$ cat src/hdl/swst_pkg.sv
package swst_pkg;

	// Window depth and sample width.
	localparam int WINDOW      = 10;
	localparam int SAMPLE_BITS = 16;

	// Fixed result field widths.
	localparam int COUNT_BITS = 4;
	localparam int MEAN_W     = 24;
	localparam int FRAC_BITS  = 8;

	// Derived widths.
	localparam int CNT_W  = $clog2(WINDOW + 1);
	localparam int PTR_W  = (WINDOW > 1) ? $clog2(WINDOW) : 1;
	localparam int SUM_W  = SAMPLE_BITS + CNT_W;
	localparam int DVD_W  = SUM_W + FRAC_BITS;
	localparam int DIV_CW = $clog2(DVD_W);
	localparam int CMP_W  = ((DVD_W > MEAN_W) ? DVD_W : MEAN_W) + 1;

	// Saturation limits of the mean, as magnitudes.
	localparam logic [CMP_W-1:0] MEAN_POS_LIM = CMP_W'((64'd1 << (MEAN_W - 1)) - 64'd1);
	localparam logic [CMP_W-1:0] MEAN_NEG_LIM = CMP_W'(64'd1 << (MEAN_W - 1));

	typedef enum logic {
		OP_STORE = 1'b0,
		OP_STATS = 1'b1
	} opcode_t;

endpackage

$ cat src/hdl/swst_div.sv
module swst_div import swst_pkg::*; (
	input  logic             clk,
	input  logic             arst_n,
	input  logic             start,
	input  logic [DVD_W-1:0] dividend,
	input  logic [CNT_W-1:0] divisor,
	output logic             done,
	output logic [DVD_W-1:0] quotient
);

	logic              busy_q;
	logic [DIV_CW-1:0] step_q;
	logic [CNT_W-1:0]  rem_q;
	logic [DVD_W-1:0]  dq_q;
	logic [CNT_W:0]    trial;
	logic              qbit;
	logic [CNT_W:0]    diff;

	// One restoring step per cycle: shift in the next dividend bit, subtract when it fits.
	always_comb begin
		trial = {rem_q, dq_q[DVD_W-1]};
		qbit  = (trial >= {1'b0, divisor});
		diff  = trial - {1'b0, divisor};
	end

	assign done = busy_q && (step_q == DIV_CW'(DVD_W - 1));

	always_ff @(posedge clk or negedge arst_n) begin
		if (!arst_n) begin
			busy_q <= 1'b0;
			step_q <= '0;
		end else if (start) begin
			busy_q <= 1'b1;
			step_q <= '0;
		end else if (busy_q) begin
			step_q <= step_q + 1'b1;
			if (done) begin
				busy_q <= 1'b0;
			end
		end
	end

	always_ff @(posedge clk) begin
		if (start) begin
			rem_q <= '0;
			dq_q  <= dividend;
		end else if (busy_q) begin
			rem_q <= qbit ? diff[CNT_W-1:0] : trial[CNT_W-1:0];
			dq_q  <= {dq_q[DVD_W-2:0], qbit};
		end
	end

	assign quotient = dq_q;

endmodule

$ cat config.mk
export PLATFORM = sky130hd
export DESIGN_NAME = swst_div
export DESIGN_NICKNAME = d
export VERILOG_FILES = /design/src/hdl/swst_pkg.sv /design/src/hdl/swst_div.sv
export SDC_FILE = /design/constraint.sdc
export NUM_CORES = 1
export LEC_CHECK = 0
export ABC_AREA = 0
export BUFFER_PORTS_ARGS = -buffer_cell sky130_fd_sc_hd__buf_2
export CORE_AREA = 3 3 68 64
export CTS_CLUSTER_DIAMETER = 60
export DETAILED_ROUTE_END_ITERATION = 16
export DIE_AREA = 0 0 71 67
export GPL_ROUTABILITY_DRIVEN = 0
export HOLD_SLACK_MARGIN = 0.02
export PLACE_DENSITY = 0.84
export SETUP_SLACK_MARGIN = 0.15
export SYNTH_ARGS = -nofsm -noshare
export SYNTH_HDL_FRONTEND = slang
export SYNTH_SLANG_ARGS = --single-unit
$ cat constraint.sdc
create_clock -name clk -period 4.3 [get_ports clk]
set_input_delay 0.43 -clock clk [delete_from_list [all_inputs] [get_ports clk]]
set_output_delay 0.43 -clock clk [all_outputs]
set_load 0.1 [all_outputs]
==> impl_metrics.toml <==
[outcome]
status = "completed"

[timing]
fin_ws_ns = 2.194
drv_slew = 0
finalHoldViolCount = 0
fin_hold_ws_ns = 0.4435
tightest_slew_ns = 0.7912
slew_headroom = 0.4725
setup_viol = 0
finalSetupTns_ns = 0
rsz0062_at_grt = "no"
finClkSkew_ns = 0.005570
fmax_ghz = 0.4749
period_needed_ns = 2.106
fin_crit_sh = 0.4897

[grt]
grt_overflow = 0
antenna_found_initial = 0
grt_max_degree = 41
grt_pass1_wl_mm = 5.361
first_global_vias = 1200
track_usage = 0.1491

[floorplanning]
start_util = 0.4912
die_h_um = 67
die_area_mm2 = 0.004757
ios = 64
fp.coreArea_mm2 = 0.003679
row_count = 21
dieWidth_um = 71

[placed_design]
place_area_mm2 = 0.002160
dp_cells = 230
hpwlAfterDp_mm = 2.553
place_ws_ns = 2.184
io_buffer_count = 63

[finish]
n_antenna_cell = 0
drive_gt1_frac = 0.5233
fill_cells = 321
ff_latch_area_mm2 = 0.001071
syn2layout_area_growth_pct = 24.58
postLayoutCoreUtil = 0.6119
nNetsFinal = 233
fin_area_mm2 = 0.002251
layoutNonFillerInstCount = 239
multi_input_area_um2 = 689.4

[routing]
wl_mm = 3.479
route.detailed.drc = 0
wl_per_cell_um = 14.56
via_per_inst = 5.146
drtIter0Drc = 82
detail_route.first_pass.iterations = 4
vias = 1230
ant_nets = 0

[setup_path]
rrSetupSlack_ns = 2.43
critical_path_class = "reg2out"
worstPathArrival_ns = 1.68
cp_max_fo = 16
cp-end-kind = "output port"
crit_required_ns = 3.87
start_kind = "flop"

[clocking]
numCtsBuffers = 5
h-tree-depth = 2
cts_tree = "done"
cts_resized = 0
cts_setup_buffers = 0
clock_path_buffers = 2
root_buffer = "clkbuf_8"
clkLatencyLatePin_ns = 0.29
clkSlewWorstSetupHoldPaths_ns = 0.07
cts.sinks = 38

[power]
irDropWorstVdd_mv = 0.2832
clkPwrFrac = 0.186
combPwrFrac = 0.412
powerDensity_mw_per_mm2 = 543.5
p_seq_frac = 0.401
swShare = 0.4258
internal-power_mw = 0.7025
p_sw_mw = 0.5210
leakagePower_nw = 0.9975
total_power_mw = 1.223

[logic_synthesis]
synthCells = 126
async_reset_ff_frac = 0.1579
synth_seq_area_share = 0.5928
yosysWarnings = 0
ys_ff_latch = 38
avgSynthCellArea_um2 = 14.34
synth_edf_count = 28
syn-num-nets = 167
ys_types = 33
syn-cell-area_mm2 = 0.001807
ys.flop_type = "edfxtp_1"

[run]
max_cap_violations = 0

[hold_path]
hold_class = "in2reg"
==> cell type report <==
| class | count | area share |
|---|---|---|
| Clock buffer | 6 | 0.03224 |
| Inverter | 7 | 0.01167 |
| Tap cell | 46 | 0.02557 |
| Clock inverter | 2 | 0.003891 |
| Timing Repair Buffer | 64 | 0.1445 |
| Multi-Input combinational cell | 76 | 0.3063 |
| Sequential cell | 38 | 0.4758 |
==> timing repair <==
item                                    4_1_cts  5_1_grt
endpoints found under the setup margin        0        0
hold buffers                                  1        0
hold endpoints to repair                      6        0
==> sequential cells by signal, summed over array words and instances (netlist names) <==
name,count
busy_q,1
rem_q,4
quotient,28
step_q,5
==> worst max-delay path: stages, from the launching register on <==
cell     delay [ns]
dfrtp_1        0.65
nand2_1        0.16
nor2_1         0.15
buf_2          0.43
==> cell usage in the layout, fill, tap and decap left out <==
master	count
buf_2	63
mux2_2	28
edfxtp_1	28
nor2_1	8
inv_1	7
dfrtp_1	6
ha_1	5
clkbuf_8	5
xor2_1	4
dfxtp_1	4
nand4_1	3
nand2_1	3
nor2b_1	2
o22ai_1	2
nor4b_1	2
o21bai_1	2
a311oi_1	2
or2_1	1
o221a_4	1
or2_4	1
nand3b_1	1
or2_2	1
nand4b_1	1
a21o_1	1
a21o_2	1
o21ai_0	1
mux2i_1	1
xnor2_1	1
nor4_1	1
nor3b_1	1
a311o_1	1
fa_1	1
clkinv_2	1
clkbuf_1	1
clkinv_1	1
dlygate4sd3_1	1
==> cell families after synthesis <==
family,Yosys count,synth area share
adder cells (fa/ha/maj),6,0.04571
buffers and inverters,12,0.02562
XOR/XNOR,5,0.02424
multiplexers,29,0.1801
AO/OA/AOI/OAI,11,0.05332
AND/OR/NAND/NOR,25,0.07827
flip-flops,38,0.5928
==> power by group through the flow <==
| stage | clock [mW] | combinational [mW] | sequential (mW) |
|---|---|---|---|
| 2_1_floorplan | 0 | 0.163 | 0.748 |
| 3_3_place_gp | 0 | 0.497 | 0.495 |
| 3_5_place_dp | 0 | 0.504 | 0.496 |
| 4_1_cts | 0.233 | 0.506 | 0.491 |
| 5_1_grt | 0.249 | 0.528 | 0.497 |
| 6_report | 0.228 | 0.504 | 0.491 |
==> cell usage after synthesis (2+ instances only) <==
library cell / n / area, µm²
edfxtp_1: 28 / 840.8
mux2_2: 28 / 315.3
nor2_1: 8 / 30.03
inv_1: 7 / 26.28
dfrtp_1: 6 / 150.1
ha_1: 5 / 62.56
dfxtp_1: 4 / 80.08
xor2_1: 4 / 35.03
buf_1: 3 / 11.26
nand2_1: 3 / 11.26
nand4_1: 3 / 18.77
a311oi_1: 2 / 17.52
nor2b_1: 2 / 12.51
nor4b_1: 2 / 17.52
o21bai_1: 2 / 15.01
o22ai_1: 2 / 12.51
==> per-layer routing <==
layer  wire length (µm)  vias up  GRT usage
met1               1380      593     0.1638
li1                   -      604          -
met5                  0        -          0
met2               1904       28     0.2731
met4                 47        0    0.07042
met3                146        5    0.03318
==> path summary, 6_finish.rpt <==
kind | from | endpoint | cells after the start
max in group asynchronous | arst_n | busy_q$_DFF_PN0_ | 2
worst min register to register | rem_q[3]$_SDFFE_PP0P_ | rem_q[3]$_SDFFE_PP0P_ | 2
min in group asynchronous | arst_n | step_q[4]$_DFFE_PN0P_ | 2
worst max-delay path | busy_q$_DFF_PN0_ | done | 3
worst max register to register | rem_q[0]$_SDFFE_PP0P_ | quotient[0]$_DFFE_PP_ | 5
worst min-delay path | dividend[8] | quotient[8]$_DFFE_PP_ | 2
No activity file was read; power rests on OpenSTA's default activity.
