**config.mk**
```make
export PLATFORM = sky130hd
export DESIGN_NAME = swst_ring
export DESIGN_NICKNAME = d
export VERILOG_FILES = /design/src/hdl/swst_pkg.sv /design/src/hdl/swst_ring.sv
export SDC_FILE = /design/constraint.sdc
export NUM_CORES = 1
export LEC_CHECK = 0
export BUFFER_PORTS_ARGS = -buffer_cell sky130_fd_sc_hd__buf_2
export CORE_MARGIN = 10
export CORE_UTILIZATION = 51
export DETAILED_ROUTE_END_ITERATION = 10
export PLACE_DENSITY = 0.69
export REMOVE_ABC_BUFFERS = 1
export SLEW_MARGIN = 40
export SYNTH_ARGS = -nofsm -noshare
export SYNTH_HDL_FRONTEND = slang
export SYNTH_SLANG_ARGS = --single-unit
```
**constraint.sdc**
```tcl
create_clock -name clk -period 4.89 [get_ports clk]
set_input_delay 0.978 -clock clk [delete_from_list [all_inputs] [get_ports clk]]
set_output_delay 0.978 -clock clk [all_outputs]
set_load 0.05 [all_outputs]
```
**src/hdl/swst_pkg.sv**
```systemverilog
package swst_pkg;

	// Window depth and sample width.
	localparam int WINDOW      = 10;
	localparam int SAMPLE_BITS = 16;

	// Fixed result field widths.
	localparam int COUNT_BITS = 4;
	localparam int MEAN_W     = 24;
	localparam int FRAC_BITS  = 8;

	// Derived widths.
	localparam int CNT_W  = $clog2(WINDOW + 1);
	localparam int PTR_W  = (WINDOW > 1) ? $clog2(WINDOW) : 1;
	localparam int SUM_W  = SAMPLE_BITS + CNT_W;
	localparam int DVD_W  = SUM_W + FRAC_BITS;
	localparam int DIV_CW = $clog2(DVD_W);
	localparam int CMP_W  = ((DVD_W > MEAN_W) ? DVD_W : MEAN_W) + 1;

	// Saturation limits of the mean, as magnitudes.
	localparam logic [CMP_W-1:0] MEAN_POS_LIM = CMP_W'((64'd1 << (MEAN_W - 1)) - 64'd1);
	localparam logic [CMP_W-1:0] MEAN_NEG_LIM = CMP_W'(64'd1 << (MEAN_W - 1));

	typedef enum logic {
		OP_STORE = 1'b0,
		OP_STATS = 1'b1
	} opcode_t;

endpackage

```
**src/hdl/swst_ring.sv**
```systemverilog
module swst_ring import swst_pkg::*; (
	input  logic                          clk,
	input  logic                          arst_n,
	input  logic                          wr_en,
	input  logic signed [SAMPLE_BITS-1:0] wr_data,
	input  logic [PTR_W-1:0]              rd_addr,
	output logic signed [SAMPLE_BITS-1:0] rd_data,
	output logic [CNT_W-1:0]              count
);

	logic signed [SAMPLE_BITS-1:0] mem [WINDOW];
	logic [PTR_W-1:0]              wr_ptr_q;
	logic [CNT_W-1:0]              count_q;
	logic signed [SAMPLE_BITS-1:0] rd_data_q;

	always_ff @(posedge clk or negedge arst_n) begin
		if (!arst_n) begin
			wr_ptr_q <= '0;
			count_q  <= '0;
		end else if (wr_en) begin
			if (wr_ptr_q == PTR_W'(WINDOW - 1)) begin
				wr_ptr_q <= '0;
			end else begin
				wr_ptr_q <= wr_ptr_q + 1'b1;
			end
			if (count_q != CNT_W'(WINDOW)) begin
				count_q <= count_q + 1'b1;
			end
		end
	end

	// Plain store with one write port and a registered read port.
	always_ff @(posedge clk) begin
		if (wr_en) begin
			mem[wr_ptr_q] <= wr_data;
		end
		rd_data_q <= mem[rd_addr];
	end

	assign rd_data = rd_data_q;
	assign count   = count_q;

endmodule

```
==> impl_metrics.toml, run 1 <==
[timing]
clock_skew_ns = 0.006834
worst_pin_slew_ns = 0.8250
period_share_pct = 46.97
hold_viol_final = 0
setup_slack_ns = 2.593
fmax_mhz = 435.4
grt_setup_unrepaired = "false"
min_period_ns = 2.297
tns_ns = 0
setup_viol = 0
relSlewSlack_pct = 44.87
slew_violations = 0

[flow_run]
cap_violations = 0

[setup_path]
crit_required_ns = 5.18
critPathKind = "input port to register"
worstPathArrival_ns = 2.59
crit_fanout = 66
path_cells = "buf_6 > buf_4 > mux2_2 > o22ai_1 > o31ai_2"
slowest_delay_ns = 0.51
critPathLaunchType = "input port"
crit_slowest_cell = "buf_6"
crit_buf_inv = 2
end_kind = "register"
cp_top_family = "buffers and inverters"

[cells_and_area]
num_antenna_cells = 0
final_cells = 636
final_area_um2 = 8026
nets = 472
synthToLayoutAreaGrowth_pct = 13.46
layout-drive-gt1-share_pct = 30.65

[power_and_ir_drop]
power.density_nw_per_um2 = 471.8
p_sw_mw = 0.9845
combPwrFrac_pct = 14.8
clockPowerShare_pct = 32.2
p_int_mw = 2.802
swShare_pct = 26.00
power_frac_seq_pct = 53.0
p_total_mw = 3.787
p_leak_nw = 2.834
vdd_drop_max_mv = 0.3575

[place]
port_buffers = 42
dp.cells = 604
post_dp_cell_area_um2 = 7503
place_congestion = 0.7039
dpl_worst_slack_ns = 2.165
dpl.hpwl_um = 7027

[drt]
dr.pass1.iters = 4
viasPerCell = 5.437
wl_per_cell_um = 20.57
drc_errors = 0
wirelength_um = 13080
via_count = 3458
ant_nets = 0
initialDrtViolationCount = 265

[synth]
avgSynthCellArea_um2 = 17.91
ys_ff_latch = 184
netlist_area_um2 = 7074
synth_cell_types = 30
yosysWarnings = 0
syn-instance-count = 395
yosysSeqAreaShare_pct = 75.27

[floorplan]
die_area_um2 = 18980
rows = 42
start_util_pct = 52.79
fp.coreArea_um2 = 13400
die_h_um = 137.8
die_w_um = 137.8
top_level_ports = 43

[outcome]
status = "complete, no violations"

[clock_tree]
clk_pin_slew_ns = 0.06
cts_tree = "done"
hold_buffers = 0
clock_latency_ns = 0.42
post_cts_resized = 0
clock_path_buffers = 2
cts_buffers = 17
cts.htree.levels = 4
cts_root_buf = "clkbuf_16"
numClockSinks = 184
cts_setup_buffers = 0

[global_routing]
grt_start_max_net_pins = 67
grt-ovfl-total = 0
grt_pass1_vias = 3530
track_usage_pct = 14.70
antenna_found_initial = 0
grt_pass1_wl_um = 20370

[hold_path]
hp-class = "input port to asynchronous set/reset pin"
==> power groups by stage <==
stage | clock [mW] | combinational (mW) | sequential (mW)
2_1_floorplan | 0 | 0.253 | 2.13
3_3_place_gp | 0 | 0.556 | 2.03
3_5_place_dp | 0 | 0.568 | 2.04
4_1_cts | 1.24 | 0.571 | 2.01
5_1_grt | 1.31 | 0.611 | 2.03
6_report | 1.22 | 0.561 | 2.01
==> stage by stage <==
stage | hold WS, ns | util, %
4_1_cts | 0.3703 | 59.88
2_1_floorplan | 0.4997 | -
6_report | 0.3821 | 59.90
3_5_place_dp | 0.4910 | 55.99
5_1_grt | 0.3828 | 59.90
3_3_place_gp | 0.4864 | 55.91
==> cells in the mapped netlist, drive strengths merged <==
cell	count	area share, %
edfxtp	160	68
mux2	48	7.6
mux2i	33	4.7
nand2	24	1.3
a22o	16	2.0
dfxtp	16	4.5
o22ai	16	1.4
o31ai	16	2.8
buf	12	1.2
clkbuf	9	0.50
dfrtp	8	2.8
nor2	8	0.42
nor3	4	0.28
o21ai	4	0.28
nand2b	3	0.27
nor2b	3	0.27
xnor2	3	0.37
ha	2	0.35
inv	2	0.11
nand3	2	0.14
a21o	1	0.11
and4b	1	0.14
nand3b	1	0.11
nand4	1	0.088
or3b	1	0.12
xor2	1	0.12
==> worst reg2reg max path: cells and delay by family, from the launching register on <==
kind          cells  cell delay [ns]
buf+inv           1             0.29
simple gates      2             0.69
flops             1             0.43
==> layout make-up <==
class                           count  area [µm²]
Clock buffer                       25       465.4
Clock inverter                      7       55.05
Fill cell                        1014        5374
Inverter                            2       7.507
Multi-Input combinational cell    188        1644
Sequential cell                   184        5325
Tap cell                          176       220.2
Timing Repair Buffer               54       309.0
==> state kept, by name (all words and copies together) (netlist names) <==
register  flops
count         4
mem         160
rd_data      16
wr_ptr_q      4
==> metal layers <==
metal | wire length (µm) | global-route usage [%] | up-vias | part of all wire [%]
li1 | - | - | 1641 | -
met1 | 5823 | 19.03 | 1726 | 45
met2 | 6276 | 22.96 | 75 | 48
met3 | 741 | 3.787 | 16 | 5.7
met4 | 243 | 6.431 | 0 | 1.9
met5 | 0 | 0 | - | 0
==> final timing paths <==
check,startpoint,endpoint,slack [ns],depth (start not counted)
max,rd_addr[0],rd_data[8]$_DFF_P_,2.59,5
min,arst_n,count[2]$_DFFE_PN0P_,0.38,1
max reg2reg,wr_ptr_q[2]$_DFFE_PN0P_,mem[1][12]$_DFFE_PP_,3.14,3
min reg2reg,count[3]$_DFFE_PN0P_,count[3]$_DFFE_PN0P_,0.50,1
max in group asynchronous,arst_n,count[3]$_DFFE_PN0P_,4.34,1
min in group clk,count[3]$_DFFE_PN0P_,count[3]$_DFFE_PN0P_,0.50,1
==> kinds of logic (layout without fill, tap and decap cells) <==
family,Yosys count,after routing,synth area share [%]
and+or+nand+nor,48,48,3.113
AOI/OAI and AO/OA,53,53,6.615
xor gates and xnor gates,4,4,0.4953
buffers and inverters,23,88,1.839
DFF,184,184,75.27
adders and majority gates,2,2,0.3537
muxes,81,81,12.31
==> cells in the final DEF (no fill, tap or decap), drive strengths merged <==
cell type / count
a21o: 1
a22o: 16
and4b: 1
buf: 54
bufinv: 1
clkbuf: 25
clkinv: 6
dfrtp: 8
dfxtp: 16
edfxtp: 160
ha: 2
inv: 2
mux2: 48
mux2i: 33
nand2: 24
nand2b: 3
nand3: 2
nand3b: 1
nand4: 1
nor2: 8
nor2b: 3
nor3: 4
o21ai: 4
o22ai: 16
o31ai: 16
or3b: 1
xnor2: 3
xor2: 1
No activity file was read; power rests on OpenSTA's default activity.
==> run 2, diff against run 1 <==
--- a/config.mk
+++ b/config.mk
@@ -5,6 +5,7 @@
 export SDC_FILE = /design/constraint.sdc
 export NUM_CORES = 1
 export LEC_CHECK = 0
+export ABC_AREA = 1
 export BUFFER_PORTS_ARGS = -buffer_cell sky130_fd_sc_hd__buf_2
 export CORE_MARGIN = 10
 export CORE_UTILIZATION = 51
==> constraint.sdc (replaced) <==
create_clock -name clk -period 2.2 [get_ports clk]
set_input_delay 0.44 -clock clk [delete_from_list [all_inputs] [get_ports clk]]
set_output_delay 0.44 -clock clk [all_outputs]
set_load 0.05 [all_outputs]
==> run 2 against run 1 <==
  * Critical path depth fell by 4
  * Final cell count grew 47%
  * Core utilization is 1.2 points lower
  * First-iteration DRC count rose by 37%
  * Synthesized cell count rose by 74%
  * Sequential share of layout area fell by 3.7 points
  * Via count increased by 35%
  * Area after synthesis is 6.0% higher
  * Highest routed layer unchanged
==> impl_metrics.toml, run 2 <==
[synth]
synth.top_cells.by_area = "edfxtp_1, nand2_1, nand3_1, inv_1, dfxtp_1"
synth_cell_types = 21
synthMostInstantiatedCell = "nand2_1"
ys_ff_latch = 184
dominantRegCellSynth = "edfxtp_1"
ys_async_sr_fraction_pct = 4.348
netlist_area_um2 = 7498
avgSynthCellArea_um2 = 10.93
yosysSeqAreaShare_pct = 71.02
yosysWarnings = 0
yosysTopAreaCellShare_pct = 64.07
syn-instance-count = 686
synth_common_cells = "nand2_1, edfxtp_1, inv_1"
synth-edff-count = 160
synth_top_area_cell = "edfxtp_1"

[clock_tree]
numClockSinks = 184
cts.htree.levels = 4
clock_latency_ns = 0.42
clock_path_buffers = 2
cts_root_buf = "clkbuf_16"
cts_buffers = 17
cts_tree = "done"
clk_pin_slew_ns = 0.06

[drt]
dr.pass1.iters = 4
drc_errors = 0
viasPerCell = 5.015
via_count = 4684
initialDrtViolationCount = 362
wl_per_cell_um = 16.50
ant_nets = 0
wirelength_um = 15410

[timing]
tns_ns = 0
hold_viol_final = 0
period_share_pct = 71.22
clock_skew_ns = 0.006325
grt_setup_unrepaired = "false"
min_period_ns = 1.567
whs_ns = 0.3028
worst_pin_slew_ns = 0.5820
slew_violations = 0
setup_slack_ns = 0.6332
fmax_mhz = 638.2
setup_viol = 0
relSlewSlack_pct = 61.20

[flow_run]
cap_violations = 0

[setup_path]
end_kind = "primary output"
path_cells = "buf_2"
crit_fanout = 4
crit_slowest_cell = "dfrtp_1"
cp_top_family = "flip-flops"
crit_required_ns = 1.76
startpoint = "count[2]$_DFFE_PN0P_"
critPathKind = "register to primary output"
crit_buf_inv = 1
worstPathArrival_ns = 1.13
slowest_delay_ns = 0.41
timing.rr.start = "wr_ptr_q[2]$_DFFE_PN0P_"
critPathLaunchType = "register"

[place]
dpl.hpwl_um = 8781
place_congestion = 0.7894
dpl_worst_slack_ns = 0.5590
post_dp_cell_area_um2 = 7901
dp.cells = 901
port_buffers = 42

[power_and_ir_drop]
p_total_mw = 8.461
power.density_nw_per_um2 = 995.7
p_leak_nw = 3.635
vdd_drop_max_mv = 0.6443

[floorplan]
die_h_um = 141.3
start_util_pct = 51.79
rows = 44
fp.coreArea_um2 = 14480
top_level_ports = 43
die_w_um = 141.3
die_area_um2 = 19950

[cells_and_area]
final_area_um2 = 8498
n_fill_cell = 1145
layout_common_cells = "nand2_1, edfxtp_1, inv_1"
num_antenna_cells = 0
synthToLayoutAreaGrowth_pct = 13.33
layout-drive-gt1-share_pct = 12.67
layout_commonest_cell = "nand2_1"
final_cells = 934
largest_reg_flops = 160
nets = 762
fin_util_pct = 58.69
regMostFlops = "mem"

[hold_path]
hp-class = "input port to register"
hold_start = "wr_data[8]"

[global_routing]
grt_start_max_net_pins = 81
grt-ovfl-total = 0
grt_pass1_wl_um = 24060
grt_pass1_vias = 4710
track_usage_pct = 15.60
antenna_found_initial = 0

[outcome]
status = "complete, no violations"
==> run 2: cell count changes in the layout (fill, tap and decap cells not counted), sizes merged, moves of 15 or more <==
cell,change
nor2,+36
o22ai,-15
nand3,+98
mux2,-48
inv,+109
o31ai,-16
a22o,-16
mux2i,-33
nand2,+165
==> run 2: power by group <==
part	switching, mW	internal [mW]	total, mW	leakage, nW
logic	0.875	0.292	1.17	1.68
clock network	1.22	1.77	2.99	0.281
registers	0.128	4.17	4.30	1.68
==> run 2: final timing paths <==
kind                            slack [ns]                      end  cells after the start
min in group asynchronous             0.39  wr_ptr_q[0]$_DFFE_PN0P_                      2
max in group asynchronous             1.64  wr_ptr_q[2]$_DFFE_PN0P_                      2
worst max register to register        0.72     mem[9][13]$_DFFE_PP_                      4
worst min register to register        0.46       rd_data[0]$_DFF_P_                      2
worst min-delay path                  0.30      mem[2][8]$_DFFE_PP_                      1
worst max-delay path                  0.63                 count[2]                      1
==> run 2: repair_timing <==
action | 4_1_cts | 5_1_grt
hold endpoints to repair | 8 | 0
hold buffers | 1 | 0
resized for setup | 0 | 0
setup endpoints to repair | 0 | 0
buffers inserted | 0 | 0
==> run 2: routing by layer <==
layer	wire, µm	GRT usage (%)
met2	7697	25.94
met1	6335	18.82
met3	1239	3.939
met5	0	0
met4	136	6.793
==> run 2: cell families (layout without fill, tap and decap cells) <==
family | count (synthesis) | count (layout) | synth area share (%)
xor+xnor | 4 | 4 | 0.4672
fa+ha+maj | 2 | 2 | 0.3337
buf+inv | 141 | 205 | 8.326
simple gates | 335 | 335 | 18.50
flops | 184 | 184 | 71.02
compound gates | 20 | 20 | 1.352
==> run 2: area by class of cell <==
| class | count | area (µm²) | share of cell area (%) |
|---|---|---|---|
| sequential | 184 | 5325 | 62.66 |
| multi-input combinational | 361 | 1559 | 18.35 |
| clock buffer | 18 | 429.2 | 5.050 |
| inverter | 111 | 421.7 | 4.962 |
| timing repair buffer | 62 | 375.4 | 4.417 |
| tap | 184 | 230.2 | 2.709 |
| clock inverter | 14 | 157.7 | 1.855 |
==> run 3, diff against run 2 <==
--- a/config.mk
+++ b/config.mk
@@ -10,7 +10,7 @@
 export CORE_MARGIN = 10
 export CORE_UTILIZATION = 51
 export DETAILED_ROUTE_END_ITERATION = 10
-export PLACE_DENSITY = 0.69
+export PLACE_DENSITY = 0.71
 export REMOVE_ABC_BUFFERS = 1
 export SLEW_MARGIN = 40
 export SYNTH_ARGS = -nofsm -noshare
==> constraint.sdc (replaced) <==
create_clock -name clk -period 1.3 [get_ports clk]
set_input_delay 0.26 -clock clk [delete_from_list [all_inputs] [get_ports clk]]
set_output_delay 0.26 -clock clk [all_outputs]
set_load 0.05 [all_outputs]
==> run 3 against run 2 <==
  * The flow now finishes with violations (negative setup slack)
  * Critical endpoint is now mem[9][4]$_DFFE_PP_
  * Final cell count grew 3.4%
  * Sequential power grew 70%
  * Global-route usage grew 0.94 points
  * Critical path type is now register to register
  * Design area grew 7.4%
  * Highest routed layer unchanged
  * Combinational power grew to 2.5 times the previous value
  * Non-clock buffer count grew 32
==> impl_metrics.toml, run 3 (same netlist as run 2, synthesis figures left out) <==
[outcome]
status = "finished with violations"
violations = "negative setup slack"

[cells_and_area]
num_antenna_cells = 0
layout_common_cells = "nand2_1, edfxtp_1, inv_1"
largest_reg_flops = 160
layout-drive-gt1-share_pct = 18.80
synthToLayoutAreaGrowth_pct = 21.68
nets = 794
layout_commonest_cell = "nand2_1"
regMostFlops = "mem"
register_area_um2 = 5328
multi_input_area_um2 = 1693
n_fill_cell = 1083

[clock_tree]
cts_buffers = 17
clk_pin_slew_ns = 0.06
numClockSinks = 184
cts.htree.levels = 4
clock_latency_ns = 0.43
cts_tree = "done"
cts_root_buf = "clkbuf_16"
clock_path_buffers = 2

[timing]
worst_pin_slew_ns = 0.2735
whs_ns = 0.1324
min_period_ns = 1.413
clock_skew_ns = 0.008105
grt_setup_unrepaired = "true"
period_share_pct = 108.7
setup_slack_ns = -0.1134
fmax_mhz = 707.5
tns_ns = -10.23
slew_violations = 0
hold_viol_final = 0
relSlewSlack_pct = 81.70
setup_viol = 161

[drt]
drc_errors = 0
wl_per_cell_um = 17.16
viasPerCell = 5.127
wirelength_um = 16570
initialDrtViolationCount = 433
via_count = 4953
dr.pass1.iters = 6
ant_nets = 0

[power_and_ir_drop]
vdd_drop_max_mv = 1.261
p_leak_nw = 3.885
power.density_nw_per_um2 = 1676
p_total_mw = 15.29

[setup_path]
crit_required_ns = 1.43
critPathKind = "register to register"
crit_fanout = 7
end_kind = "register"
worstPathArrival_ns = 1.55
critPathLaunchType = "register"

[place]
dpl.hpwl_um = 9722
port_buffers = 42
dpl_worst_slack_ns = -0.08002
place_congestion = 0.8094

[global_routing]
grt-ovfl-total = 0
antenna_found_initial = 0
track_usage_pct = 16.54
grt_pass1_vias = 4865
grt_pass1_wl_um = 25750
grt_start_max_net_pins = 36

[floorplan]
rows = 44
start_util_pct = 51.79
fp.coreArea_um2 = 14480
die_h_um = 141.3
die_area_um2 = 19950
top_level_ports = 43
die_w_um = 141.3

[hold_path]
hp-class = "input port to register"

[flow_run]
cap_violations = 0
run 3: timing repair:
action | CTS | global route
setup endpoints to repair | 166 | 167
pin swaps | 4 | 3
hold endpoints to repair | 8 | 0
gates cloned | 2 | 2
buffers inserted | 5 | 6
resized for setup | 53 | 20
hold buffers | 1 | 0
run 3: cell type report:
cell class	count	share of cell area (%)
flip-flops and latches	184	58.39
clock buffers	20	4.896
inverters	111	4.649
repair buffers	94	9.545
well taps	184	2.523
multi-input cells	361	18.55
clock inverters	12	1.440
run 3: metrics by stage:
stage | std cells | cell area [µm²] | utilization, %
final | 966 | 9124 | 63.01
after global routing | 966 | 9124 | 63.01
after CTS | 958 | 8985 | 62.06
after detailed placement | 918 | 8167 | 56.40
after global placement | 918 | 8167 | 56.40
after floorplan | 656 | 7296 | -
run 3: routing by layer:
metal	global-route usage, %	part of all wire, %
met2	26.08	48
met5	0	0
met4	6.467	2.3
met1	21.63	42
met3	3.939	7.4
run 3: power breakdown:
part           leakage (nW)  internal, mW  switching, mW
Combinational          1.93          1.08           1.86
Clock                 0.283          3.03           2.02
Sequential             1.68          7.06          0.238
Total                  3.89          11.2           4.11
run 3: final timing paths:
path / cells past startpoint / start / to / slack [ns]
setup / recovery: 4 / wr_ptr_q[1]$_DFFE_PN0P_ / mem[9][4]$_DFFE_PP_ / -0.11
hold / removal: 1 / wr_data[0] / mem[2][0]$_DFFE_PP_ / 0.13
setup reg to reg: 4 / wr_ptr_q[1]$_DFFE_PN0P_ / mem[9][4]$_DFFE_PP_ / -0.11
hold reg to reg: 2 / mem[9][10]$_DFFE_PP_ / rd_data[10]$_DFF_P_ / 0.46
max in group asynchronous: 2 / arst_n / count[1]$_DFFE_PN0P_ / 0.91
min in group asynchronous: 2 / arst_n / wr_ptr_q[2]$_DFFE_PN0P_ / 0.20
run 3: critical path, stage by stage, from the launching register on:
cell     delay [ns]
dfrtp_1        0.41
inv_2          0.12
nand2_4        0.08
nor3_4         0.30
buf_6          0.21
